### config.mk
export PLATFORM = sky130hd
export DESIGN_NAME = sftp_scan
export DESIGN_NICKNAME = d
export VERILOG_FILES = /design/src/hw/rtl/sftp_pkg.sv /design/src/hw/rtl/sftp_scan.sv
export SDC_FILE = /design/constraint.sdc
export NUM_CORES = 1
export LEC_CHECK = 0
export BUFFER_PORTS_ARGS = -buffer_cell sky130_fd_sc_hd__clkbuf_2
export CORE_AREA = 5 5 200 202
export DETAILED_ROUTE_END_ITERATION = 10
export DIE_AREA = 0 0 205 207
export PLACE_DENSITY = 0.84
export SYNTH_ARGS = -nofsm -noshare
export SYNTH_HDL_FRONTEND = slang
export SYNTH_SLANG_ARGS = --single-unit
export TNS_END_PERCENT = 30
### constraint.sdc
create_clock -name clock -period 8.25 [get_ports clock]
set_input_delay 1.2375 -clock clock [delete_from_list [all_inputs] [get_ports clock]]
set_output_delay 1.2375 -clock clock [all_outputs]
set_load 0.03 [all_outputs]
### src/hw/rtl/sftp_pkg.sv
// shared types, constants and pattern tables for the sensor frame text parser
package sftp_pkg;

   localparam int MaxFrameBytesDefault = 128;
   localparam int Keys = 5;
   localparam logic [7:0] EndByte = 8'h1b;
   localparam logic [15:0] GapTimeoutReset = 16'd500;

   localparam logic [2:0] KIND_STATUS   = 3'd0;
   localparam logic [2:0] KIND_UPDATE   = 3'd1;
   localparam logic [2:0] KIND_NOTIFY   = 3'd2;
   localparam logic [2:0] KIND_UNKNOWN  = 3'd3;
   localparam logic [2:0] KIND_OVERFLOW = 3'd4;

   localparam logic [1:0] PH_SEARCH = 2'd0;
   localparam logic [1:0] PH_SIGN   = 2'd1;
   localparam logic [1:0] PH_DIGITS = 2'd2;
   localparam logic [1:0] PH_DONE   = 2'd3;

   // per-key scan state handed from the scanner to the result stage
   typedef struct packed {
      logic [1:0]  phase;
      logic        negative;
      logic [15:0] magnitude;
   } key_state_type;

   typedef struct packed {
      logic        valid;
      logic        overflow;
      logic [7:0]  length;
      logic [2:0]  flags;
      key_state_type [Keys-1:0] keys;
   } frame_end_type;

   function automatic logic [7:0] hdr_char(input int unsigned which, input logic [3:0] pos);
      logic [7:0] c;
      c = 8'h00;
      case (which)
         0: case (pos)
               4'd0: c = "A"; 4'd1: c = "T"; 4'd2: c = "+"; 4'd3: c = "S";
               4'd4: c = "T"; 4'd5: c = "A"; 4'd6: c = "T"; 4'd7: c = "U";
               4'd8: c = "S"; 4'd9: c = "?"; default: c = 8'h00;
            endcase
         1: case (pos)
               4'd0: c = "A"; 4'd1: c = "T"; 4'd2: c = "+"; 4'd3: c = "U";
               4'd4: c = "P"; 4'd5: c = "D"; 4'd6: c = "A"; 4'd7: c = "T";
               4'd8: c = "E"; 4'd9: c = "="; default: c = 8'h00;
            endcase
         default: case (pos)
               4'd0: c = "A"; 4'd1: c = "T"; 4'd2: c = "+"; 4'd3: c = "N";
               4'd4: c = "O"; 4'd5: c = "T"; 4'd6: c = "I"; 4'd7: c = "F";
               4'd8: c = "Y"; 4'd9: c = "="; 4'd10: c = "o"; 4'd11: c = "k";
               default: c = 8'h00;
            endcase
      endcase
      return c;
   endfunction

   function automatic logic [3:0] key_len(input int unsigned k);
      case (k)
         0: return 4'd11;
         1: return 4'd14;
         default: return 4'd8;
      endcase
   endfunction

   function automatic logic [7:0] key_char(input int unsigned k, input int unsigned i);
      logic [8*14-1:0] s;
      int unsigned n;
      logic [7:0] c;
      case (k)
         0: begin s = 112'("\"humidity\":"); n = 11; end
         1: begin s = 112'("\"temperature\":"); n = 14; end
         2: begin s = 112'("\"light\":"); n = 8; end
         3: begin s = 112'("\"noise\":"); n = 8; end
         default: begin s = 112'("\"dusty\":"); n = 8; end
      endcase
      c = 8'h00;
      // text is right-justified, first char in the highest used byte
      if (i < n) c = s[8*(n-1-i) +: 8];
      return c;
   endfunction

   // longest pattern prefix that ends the matched text followed by c
   // (patterns start with a quote that recurs only as the closing quote,
   // so a restart can begin at the closing quote just matched)
   function automatic logic [3:0] key_next(input int unsigned k, input logic [3:0] p,
                                           input logic [7:0] c);
      logic [3:0] r;
      r = 4'd0;
      if (key_char(k, int'(p)) == c) r = p + 4'd1;
      else if (p == key_len(k) - 4'd1 && c == key_char(k, 1)) r = 4'd2;
      else if (c == 8'h22) r = 4'd1;
      return r;
   endfunction

endpackage

### src/hw/rtl/sftp_scan.sv
// per-byte frame scanner: timeout, header match, key search and decimal accumulate
module sftp_scan
   import sftp_pkg::*;
#(
   parameter int MAX_FRAME_BYTES = MaxFrameBytesDefault
) (
   input  logic          clock,
   input  logic          reset,
   input  logic [15:0]   gap_timeout,
   input  logic          in_valid,
   input  logic          in_cmd,
   input  logic [7:0]    in_byte,
   output frame_end_type frame_end
);

   logic [7:0]  length_ff, length_in;
   logic [15:0] idle_ff, idle_in;
   logic [3:0]  hpos_ff, hpos_in;
   logic [2:0]  flags_ff, flags_in;
   logic [3:0]  kprog_ff [Keys], kprog_in [Keys];
   key_state_type ks_ff [Keys], ks_in [Keys];
   frame_end_type end_in;

   always_comb begin
      logic        clr;
      logic [7:0]  len;
      logic [3:0]  hp;
      logic [2:0]  fl;
      logic [3:0]  kp [Keys];
      key_state_type ks [Keys];
      logic [19:0] m;
      logic        blank, digit, go;
      clr = 1'b0; len = 8'd0; hp = 4'd0; fl = 3'd0; m = 20'd0;
      blank = 1'b0; digit = 1'b0; go = 1'b0;
      for (int k = 0; k < Keys; k++) begin
         kp[k] = kprog_ff[k];
         ks[k] = ks_ff[k];
      end
      idle_in = idle_ff;
      length_in = length_ff;
      hpos_in = hpos_ff;
      flags_in = flags_ff;
      for (int k = 0; k < Keys; k++) begin
         kprog_in[k] = kprog_ff[k];
         ks_in[k] = ks_ff[k];
      end
      end_in = '0;
      if (in_valid && in_cmd) begin
         if (idle_ff != 16'hffff) idle_in = idle_ff + 16'd1;
      end else if (in_valid) begin
         clr = (idle_ff >= gap_timeout);
         idle_in = 16'd0;
         len = clr ? 8'd0 : length_ff;
         hp = clr ? 4'd0 : hpos_ff;
         fl = clr ? 3'd0 : flags_ff;
         for (int k = 0; k < Keys; k++) begin
            if (clr) begin
               kp[k] = 4'd0;
               ks[k] = '0;
            end
         end
         end_in.length = len;
         end_in.flags = fl;
         for (int k = 0; k < Keys; k++) end_in.keys[k] = ks[k];
         if (in_byte == EndByte || {1'b0, len} + 9'd1 > 9'(MAX_FRAME_BYTES)) begin
            end_in.valid = 1'b1;
            end_in.overflow = (in_byte != EndByte);
            length_in = 8'd0;
            hpos_in = 4'd0;
            flags_in = 3'd0;
            for (int k = 0; k < Keys; k++) begin
               kprog_in[k] = 4'd0;
               ks_in[k] = '0;
            end
         end else begin
            if (hp >= 4'd10 || hdr_char(0, hp) != in_byte) fl[0] = 1'b1;
            if (hp < 4'd10 && hdr_char(1, hp) != in_byte) fl[1] = 1'b1;
            if (hp >= 4'd12 || hdr_char(2, hp) != in_byte) fl[2] = 1'b1;
            flags_in = fl;
            hpos_in = (hp < 4'd15) ? hp + 4'd1 : hp;
            length_in = len + 8'd1;
            blank = (in_byte == 8'h20) || (in_byte >= 8'h09 && in_byte <= 8'h0d);
            digit = (in_byte >= "0" && in_byte <= "9");
            for (int k = 0; k < Keys; k++) begin
               go = 1'b0;
               case (ks[k].phase)
                  PH_SEARCH: begin
                     kp[k] = key_next(k, kp[k], in_byte);
                     if (kp[k] >= key_len(k)) begin
                        ks[k].phase = PH_SIGN;
                        kp[k] = 4'd0;
                     end
                  end
                  PH_SIGN: begin
                     if (!blank) begin
                        ks[k].phase = PH_DIGITS;
                        if (in_byte == "+" || in_byte == "-")
                           ks[k].negative = (in_byte == "-");
                        else go = 1'b1;
                     end
                  end
                  PH_DIGITS: go = 1'b1;
                  default: ;
               endcase
               if (go) begin
                  if (digit) begin
                     m = {4'd0, ks[k].magnitude} * 20'd10 + {12'd0, in_byte - 8'h30};
                     ks[k].magnitude = (m > 20'd32768) ? 16'd32768 : m[15:0];
                  end else ks[k].phase = PH_DONE;
               end
               kprog_in[k] = kp[k];
               ks_in[k] = ks[k];
            end
         end
      end
   end

   always_ff @(posedge clock) begin
      if (reset) begin
         idle_ff <= 16'hffff;
         length_ff <= 8'd0;
         hpos_ff <= 4'd0;
         flags_ff <= 3'd0;
         for (int k = 0; k < Keys; k++) begin
            kprog_ff[k] <= 4'd0;
            ks_ff[k] <= '0;
         end
         frame_end <= '0;
      end else begin
         idle_ff <= idle_in;
         length_ff <= length_in;
         hpos_ff <= hpos_in;
         flags_ff <= flags_in;
         for (int k = 0; k < Keys; k++) begin
            kprog_ff[k] <= kprog_in[k];
            ks_ff[k] <= ks_in[k];
         end
         frame_end <= end_in;
      end
   end

endmodule

**Yosys cells after proc, flatten, opt, wreduce, memory -nomap -nowiden**

Memory sizes are Yosys's and may differ from the RTL's.
Cells that the tools add are included.

- Bitwise operators: 13
- Muxes and demuxes: 375
- Shift operators: 10
- Order comparisons: 30
- Multiply operators: 5
- Eq/ne operators: 36
- Reductions and logical operators: 24
- $add $sub $neg: 40

Operator list:

| cell | number |
|---|---|
| $mux W112 | 45 |
| $mux W32 | 45 |
| $shiftx A112 B33 Y8 | 10 |
| $mux W8 | 66 |
| $sub A29 B1 Y29 const B | 15 |
| $mux W4 | 104 |
| $mux W19 | 20 |
| $mux W16 | 18 |
| $mux W95 | 3 |
| $lt A1 B32 Y1 const A | 5 |
| $lt A4 B32 Y1 | 5 |
| $sub A29 B4 Y29 | 5 |
| $add A20 B8 Y20 | 5 |
| $gt A20 B16 Y1 const B | 5 |
| $mul A16 B3 Y19 const B | 5 |
| $eq A8 B8 Y1 | 10 |
| $mux W20 | 3 |
| $mux W2 | 20 |
| $mux W1 | 34 |
| $eq A8 B6 Y1 const B | 4 |
| $add A4 B1 Y4 const B | 6 |
| $ne A8 B8 Y1 | 3 |
| $mux W3 | 7 |
| $eq A4 B4 Y1 | 5 |
| other kinds (31) | 85 |

- RAM bits: 115
- Flip-flop bits (word level): 139
- Input port bits: 28
- Bits in read-only memories: 336
- Output and inout bits: 108
- Memories kept: 5

Memory list:

| memory | words | bits a word | read ports | clocked after Yosys merged registers in | write ports | line | source |
|---|---|---|---|---|---|---|---|
| (no name shown) | 16 | 7 | 1 | 0 | 0 | sftp_pkg.sv:39 | `0: case (pos)` |
| (no name shown) | 16 | 7 | 1 | 0 | 0 | sftp_pkg.sv:44 | `1: case (pos)` |
| (no name shown) | 16 | 7 | 1 | 0 | 0 | sftp_pkg.sv:49 | `default: case (pos)` |
| ks_ff | 5 | 19 | 5 | 0 | 5 | sftp_scan.sv:21 | `key_state_type ks_ff [Keys], ks_in [Keys];` |
| kprog_ff | 5 | 4 | 5 | 0 | 5 | sftp_scan.sv:20 | `logic [3:0] kprog_ff [Keys], kprog_in [Keys];` |

**Longest topological paths before layout**

Gate-level depths: netlist of run 1.

- Depth in word-level cells: 49
- Gate-level depth with buffers: 31
- Mapped depth without buffers: 23

**Worst setup path after synthesis of run 1**

Ideal clock, no wire load.

- Path type: input port to flip-flop
- Start point: input port gap_timeout[0]
- End point: memory ks_ff[0][61] (netlist bit)
- Cell stages on the path: 29
- Slack: 0.879 ns
- Data arrival time: 7.314 ns
- Buffers on the path: 7
- Setup time: 0.057 ns
- Path through: ha_1 -> nand2b_1 -> a2111o_1 -> and3_1 -> buf_2 -> nor3_4 -> buf_2 -> buf_2 -> buf_2 -> clkbuf_1 -> clkbuf_1 -> and2_1 -> ha_1 -> ha_1 -> a21o_1 -> a21o_1 -> xor2_1 -> ha_1 -> or3_1 -> nor2_1 -> o21ai_0 -> o211ai_1 -> xor2_1 -> or4_1 -> nor3_1 -> a32oi_2 -> a2111oi_4 -> buf_6 -> a22o_2

RTL lines:

| element | line | source |
|---|---|---|
| start: declaration | sftp_scan.sv:9 | `input logic [15:0] gap_timeout,` |
| end: declaration | sftp_scan.sv:21 |  |

==> results.cfg, run 1 <==
[clocking]
insertion_delay_ns = 0.58
cts_setup_buffers = 0
cts_num_sinks = 254
htreeDepth = 1
cts_hold_buf = 0
tritoncts = done
post_cts_resized = 0
numCtsBuffers = 29
cts_max_path_buffers = 3
root_buffer = clkbuf_16
clk_pin_slew_ns = 0.06

[synthesis]
synth_flop_cell = dfxtp_1
synth_nets = 2850
syn_area_per_cell_um2 = 8.00
mappedNetlistArea_mm2 = 0.0206
synthCells = 2581
seq_area_frac_synth_pct = 24.6
synth_async_sr_flop_share_pct = 0
ys_types = 103
synth_edf_count = 0
synth_warnings = 0
ys_seq_elements = 254

[placed_design]
dp_cells = 3130
numPortBuffers = 135
pre_cts_ws_ns = 0.618
place.gp.congestion = 0.969
hpwl_um = 43600

[worst_setup_path]
cpPeakStageDelay_ns = 0.62
rr_worst_depth = 22
worst-path-buf-inv = 2
cp_cell_sequence = clkbuf_2 -> ha_1 -> nand2b_1 -> a2111o_1 -> and3_1 -> nor3_4 -> buf_12 -> and2_1 -> ha_1 -> ha_1 -> a21o_1 -> a21oi_1 -> xnor2_1 -> ha_1 -> nand2_1 -> o21ai_0 -> nand2_1 -> nor4b_1 -> nand3_1 -> xnor2_1 -> a31oi_1 -> o21ai_0
worstSetupStartpointType = input pin
timing.rr.start = idle_ff[0]
crit_type = input pin to flip-flop
rr_endpoint = ks_ff[0][8]
worstPathMaxFanout = 90
crit_required_ns = 8.67
critical_path.top_delay_family = simple AND/OR/NAND/NOR gates
arrival_ns = 7.64
setup.worst_path.end_class = flip-flop
r2r_setup_slack_ns = 1.36
cp_slowest_cell = nor3_4
cpMostUsedCell = ha_1

[drt]
wl_per_cell_um = 18.9
drtIter0Drc = 1865
viasPerCell = 6.39
ant_nets = 0
drc_errors = 0
first_pass_iters = 7
routed_wl_um = 60300
num_vias = 20353

[grt]
gr-total-overflow = 0
grt_pass1_vias = 19492
grt_usage_pct = 26.9
grt_start_max_net_pins = 92
grt_pass1_wl_um = 97200
antenna_found_initial = 2

[power_and_ir_drop]
cellLeakagePower_uw = 0.0103
p_per_area_mw_per_mm2 = 130
max-vdd-ir-drop_mv = 0.140

[timing]
finalSetupViolCount = 0
fmax_ghz = 0.139
worst_slew_pin_slew_ns = 1.37
hold_viol_final = 0
holdWs_ns = 0.471
skew_ns = 0.0148
min_period_ns = 7.21
maxSlewViolCount = 0
fin_crit_sh_pct = 87.4
relSlewSlack_pct = 8.46
setup_slack_ns = 1.04
tns_ns = 0
rsz0062_at_grt = false

[flow_run]
max_cap_violations = 0

[die]
die_w_um = 205
num_rows = 72
die-area_mm2 = 0.0424
ios = 136
floorplan.initialDensity_pct = 54.2
coreArea_mm2 = 0.0381
die_h_um = 207

[worst_hold_path]
min_path_type = flip-flop to flip-flop
whs_endpoint = ks_ff[0][16]
min_from = ks_ff[0][16]
holdPathStages = 2

[layout]
nFillCells = 3264
drive_above_1_share_pct = 11.1
fin_nets = 2912
area_growth_pct = 9.96
stdcell_count = 3185
layout_common_cells = 254 x dfxtp_1, 231 x ha_1, 198 x nand2_1
layout_commonest_cell = dfxtp_1

[run_status]
outcome = complete, no violations
[routing by layer]
metal  vias to the layer above  track usage (%)  wire [µm]  part of all wire, %
met5                         -                0         13                0.022
met4                         2             12.3       3060                  5.1
met3                       215             4.46       5620                  9.3
met2                      1039             43.3      26800                   44
met1                      9486             35.2      24800                   41
li1                       9611                -          -                    -
[where the power goes]
group          switching (µW)  internal (µW)
Clock                     566            774
Sequential               14.4           1240
Combinational             254            101
Total                     835           2110
[through the flow]
step           total power [µW]  instance area (µm²)  util (%)
2_1_floorplan              1510                20600         -
3_3_place_gp               1610                21700      57.0
3_5_place_dp               1620                21700      57.0
4_1_cts                    2950                22700      59.6
5_1_grt                    3040                22700      59.6
6_report                   2950                22700      59.6
[registers in the layout (all words and copies together), names as in the netlist]
signal and flops:
idle_ff 16, frame_end 108, kprog_ff 20, ks_ff 95
length_ff 8, hpos_ff 4, flags_ff 3
[layout make-up]
class	count	area, µm²	share of cell area [%]
multi-input cells	2078	14600	64.4
flip-flops and latches	254	5080	22.4
repair buffers	171	958	4.22
clock buffers	36	782	3.44
well taps	518	648	2.85
inverters	109	409	1.80
clock inverters	18	203	0.893
diodes	1	2.50	0.0110
[synthesized netlist by cell type, types with 34 or more instances]
library cell / n / area (µm²)
inv_1: 108 / 405
nor2_1: 196 / 736
nand3_1: 95 / 475
nand2_1: 198 / 743
xor2_1: 48 / 420
xnor2_1: 91 / 797
a21oi_1: 150 / 751
and3_1: 120 / 751
o21a_1: 35 / 263
o31ai_1: 34 / 255
and2_1: 98 / 613
nor3_1: 54 / 270
dfxtp_1: 254 / 5080
ha_1: 231 / 2890
nand4_1: 36 / 225
clkbuf_1: 106 / 398
o21ai_0: 151 / 756
[worst min-delay path, delay by kind of cell, from the launching register on]
family | cells | cell delay, ns
AO/OA/AOI/OAI | 1 | 0.05
flip-flops | 1 | 0.32
AND/OR/NAND/NOR | 1 | 0.06
[cell families (layout without fill, tap and decap cells)]
kind of cell	Yosys count	after routing	share of synthesized area (%)
AOI/OAI and AO/OA	678	678	22.8
xor gates and xnor gates	139	139	5.90
adders and majority gates	241	241	15.0
buffers and inverters	249	334	4.69
DFF	254	254	24.6
muxes	25	25	1.32
other	0	1	0
and+or+nand+nor	995	995	25.7
[worst max path at each step]
stage                   startpoint           end  slack [ns]  depth (start not counted)
floorplan           gap_timeout[0]  ks_ff[0][61]        0.88                         29
CTS                 gap_timeout[0]   ks_ff[0][8]        1.20                         22
finish              gap_timeout[0]   ks_ff[0][8]        1.04                         22
global route        gap_timeout[0]   ks_ff[0][2]        0.58                         22
detailed placement  gap_timeout[0]   ks_ff[0][2]        0.62                         22
global placement    gap_timeout[0]  ks_ff[0][68]        0.90                         23
Power figures use the tool's default switching activity.
==> run 2, diff against run 1 <==
==> constraint.sdc (replaced) <==
create_clock -name clock -period 8.97 [get_ports clock]
set_input_delay 1.3455 -clock clock [delete_from_list [all_inputs] [get_ports clock]]
set_output_delay 1.3455 -clock clock [all_outputs]
set_load 0.03 [all_outputs]
==> run 2 against run 1 <==
Hold slack improved by 0.0035 ns. Register-to-register slack improved by 0.15 ns. Cell area rose by 0.12%. Die area did not move. Critical path type unchanged. Combinational power fell by 8.7%. Cell count fell by 0.35%. Global-route usage rose by 0.42 points. Worst setup slack improved by 0.075 ns. Clock skew rose by 0.011 ns. Non-clock buffer count fell by 12.
==> results.cfg, run 2 (synthesis gave the netlist of run 1 again) <==
[power_and_ir_drop]
p_sw_uw = 764
max-vdd-ir-drop_mv = 0.143
p_per_area_mw_per_mm2 = 124
cellLeakagePower_uw = 0.0103
power_frac_seq_pct = 40.7
finalPower_uw = 2830
p_int_uw = 2060
pwr-share-clk_pct = 47.8
pwr-share-comb_pct = 11.5
swShare_pct = 27.0

[die]
die_h_um = 207
floorplan.initialDensity_pct = 54.2
ios = 136
die-area_mm2 = 0.0424
num_rows = 72
die_w_um = 205
coreArea_mm2 = 0.0381

[layout]
layout_common_cells = 254 x dfxtp_1, 231 x ha_1, 198 x nand2_1
nFillCells = 3283
top_register = frame_end
layout_commonest_cell = dfxtp_1
fin_nets = 2901
n_antenna_cell = 0
drive_above_1_share_pct = 10.7
top_regs = frame_end (108), ks_ff (95), kprog_ff (20)
area_growth_pct = 10.1
largest_reg_flops = 108

[grt]
grt_pass1_vias = 19591
grt_pass1_wl_um = 98300
grt_start_max_net_pins = 92
grt_usage_pct = 27.3
antenna_found_initial = 0
gr-total-overflow = 0

[worst_setup_path]
worstSetupStartpointType = input pin
arrival_ns = 8.35
crit_type = input pin to flip-flop
crit_required_ns = 9.47
setup.worst_path.end_class = flip-flop
worstPathMaxFanout = 44

[placed_design]
pre_cts_ws_ns = 0.673
place.gp.congestion = 0.986
hpwl_um = 42700
numPortBuffers = 135

[timing]
rsz0062_at_grt = false
setup_slack_ns = 1.11
relSlewSlack_pct = 4.87
fmax_ghz = 0.127
finalSetupViolCount = 0
fin_crit_sh_pct = 87.6
maxSlewViolCount = 0
hold_viol_final = 0
tns_ns = 0
worst_slew_pin_slew_ns = 1.43
skew_ns = 0.0260
min_period_ns = 7.86

[drt]
drc_errors = 0
num_vias = 20259
viasPerCell = 6.38
first_pass_iters = 6
highest_layer = met4
routed_wl_um = 60500
wirelength_met1_um = 24800
wl_per_cell_um = 19.1
drtIter0Drc = 2139
met3_length_um = 5530
route.met2.wl_um = 27200
ant_nets = 0

[clocking]
htreeDepth = 1
numCtsBuffers = 30
post_cts_resized = 0
cts_num_sinks = 254
cts_hold_buf = 0
tritoncts = done
clk_pin_slew_ns = 0.06
cts_setup_buffers = 0
root_buffer = clkbuf_16
cts_max_path_buffers = 3
insertion_delay_ns = 0.59

[run_status]
outcome = complete, no violations

[worst_hold_path]
min_path_type = flip-flop to flip-flop

[flow_run]
max_cap_violations = 0
==> run 2: final timing paths <==
| check | startpoint | end | slack (ns) | cells after the start |
|---|---|---|---|---|
| min reg2reg | ks_ff[0][18] | ks_ff[0][18] | 0.47 | 2 |
| max | gap_timeout[0] | ks_ff[0][41] | 1.11 | 23 |
| max reg2reg | idle_ff[0] | ks_ff[0][41] | 1.51 | 23 |
| min | ks_ff[0][18] | ks_ff[0][18] | 0.47 | 2 |
==> run 2: critical path, stage by stage <==
cell	delay (ns)
clkbuf_2	0.08
ha_1	0.27
nand2b_1	0.14
a2111o_1	0.47
and3_1	0.31
nor3_4	0.95
buf_4	0.50
and2_1	0.25
ha_1	0.15
ha_1	0.18
inv_1	0.06
fa_1	0.47
inv_1	0.04
ha_1	0.36
nand2_1	0.08
o21ai_0	0.41
o21a_1	0.21
nand4_1	0.21
o31ai_1	0.32
a21oi_1	0.12
o31ai_2	0.93
o2111ai_1	0.28
a21oi_1	0.18
==> run 2: final cells by class <==
type	count	area, µm²	share of cell area, %
repair buffers	159	868	3.82
flip-flops and latches	254	5080	22.4
clock buffers	41	842	3.70
clock inverters	15	255	1.12
well taps	518	648	2.85
multi-input cells	2078	14600	64.3
inverters	109	409	1.80
==> run 2: routing by layer <==
metal  global-route usage (%)  vias to the layer above
li1                         -                     9586
met1                     35.7                     9497
met2                     44.1                      956
met3                     4.63                      220
met4                     12.4                        0
met5                        0                        -
==> run 2: through the flow <==
stage	cells	hold slack (ns)	instance area (µm²)	util, %
2_1_floorplan	2581	0.431	20600	-
5_1_grt	3174	0.491	22700	59.6
3_3_place_gp	3118	0.440	21600	56.8
4_1_cts	3174	0.472	22700	59.6
6_report	3174	0.475	22700	59.6
3_5_place_dp	3118	0.448	21600	56.8
==> run 2: power by group through the flow <==
| stage | Clock, µW | Combinational (µW) | Sequential, µW |
|---|---|---|---|
| 3_5_place_dp | 0 | 312 | 1180 |
| 2_1_floorplan | 0 | 215 | 1170 |
| 6_report | 1350 | 325 | 1150 |
| 5_1_grt | 1420 | 350 | 1150 |
| 4_1_cts | 1360 | 314 | 1150 |
| 3_3_place_gp | 0 | 303 | 1180 |
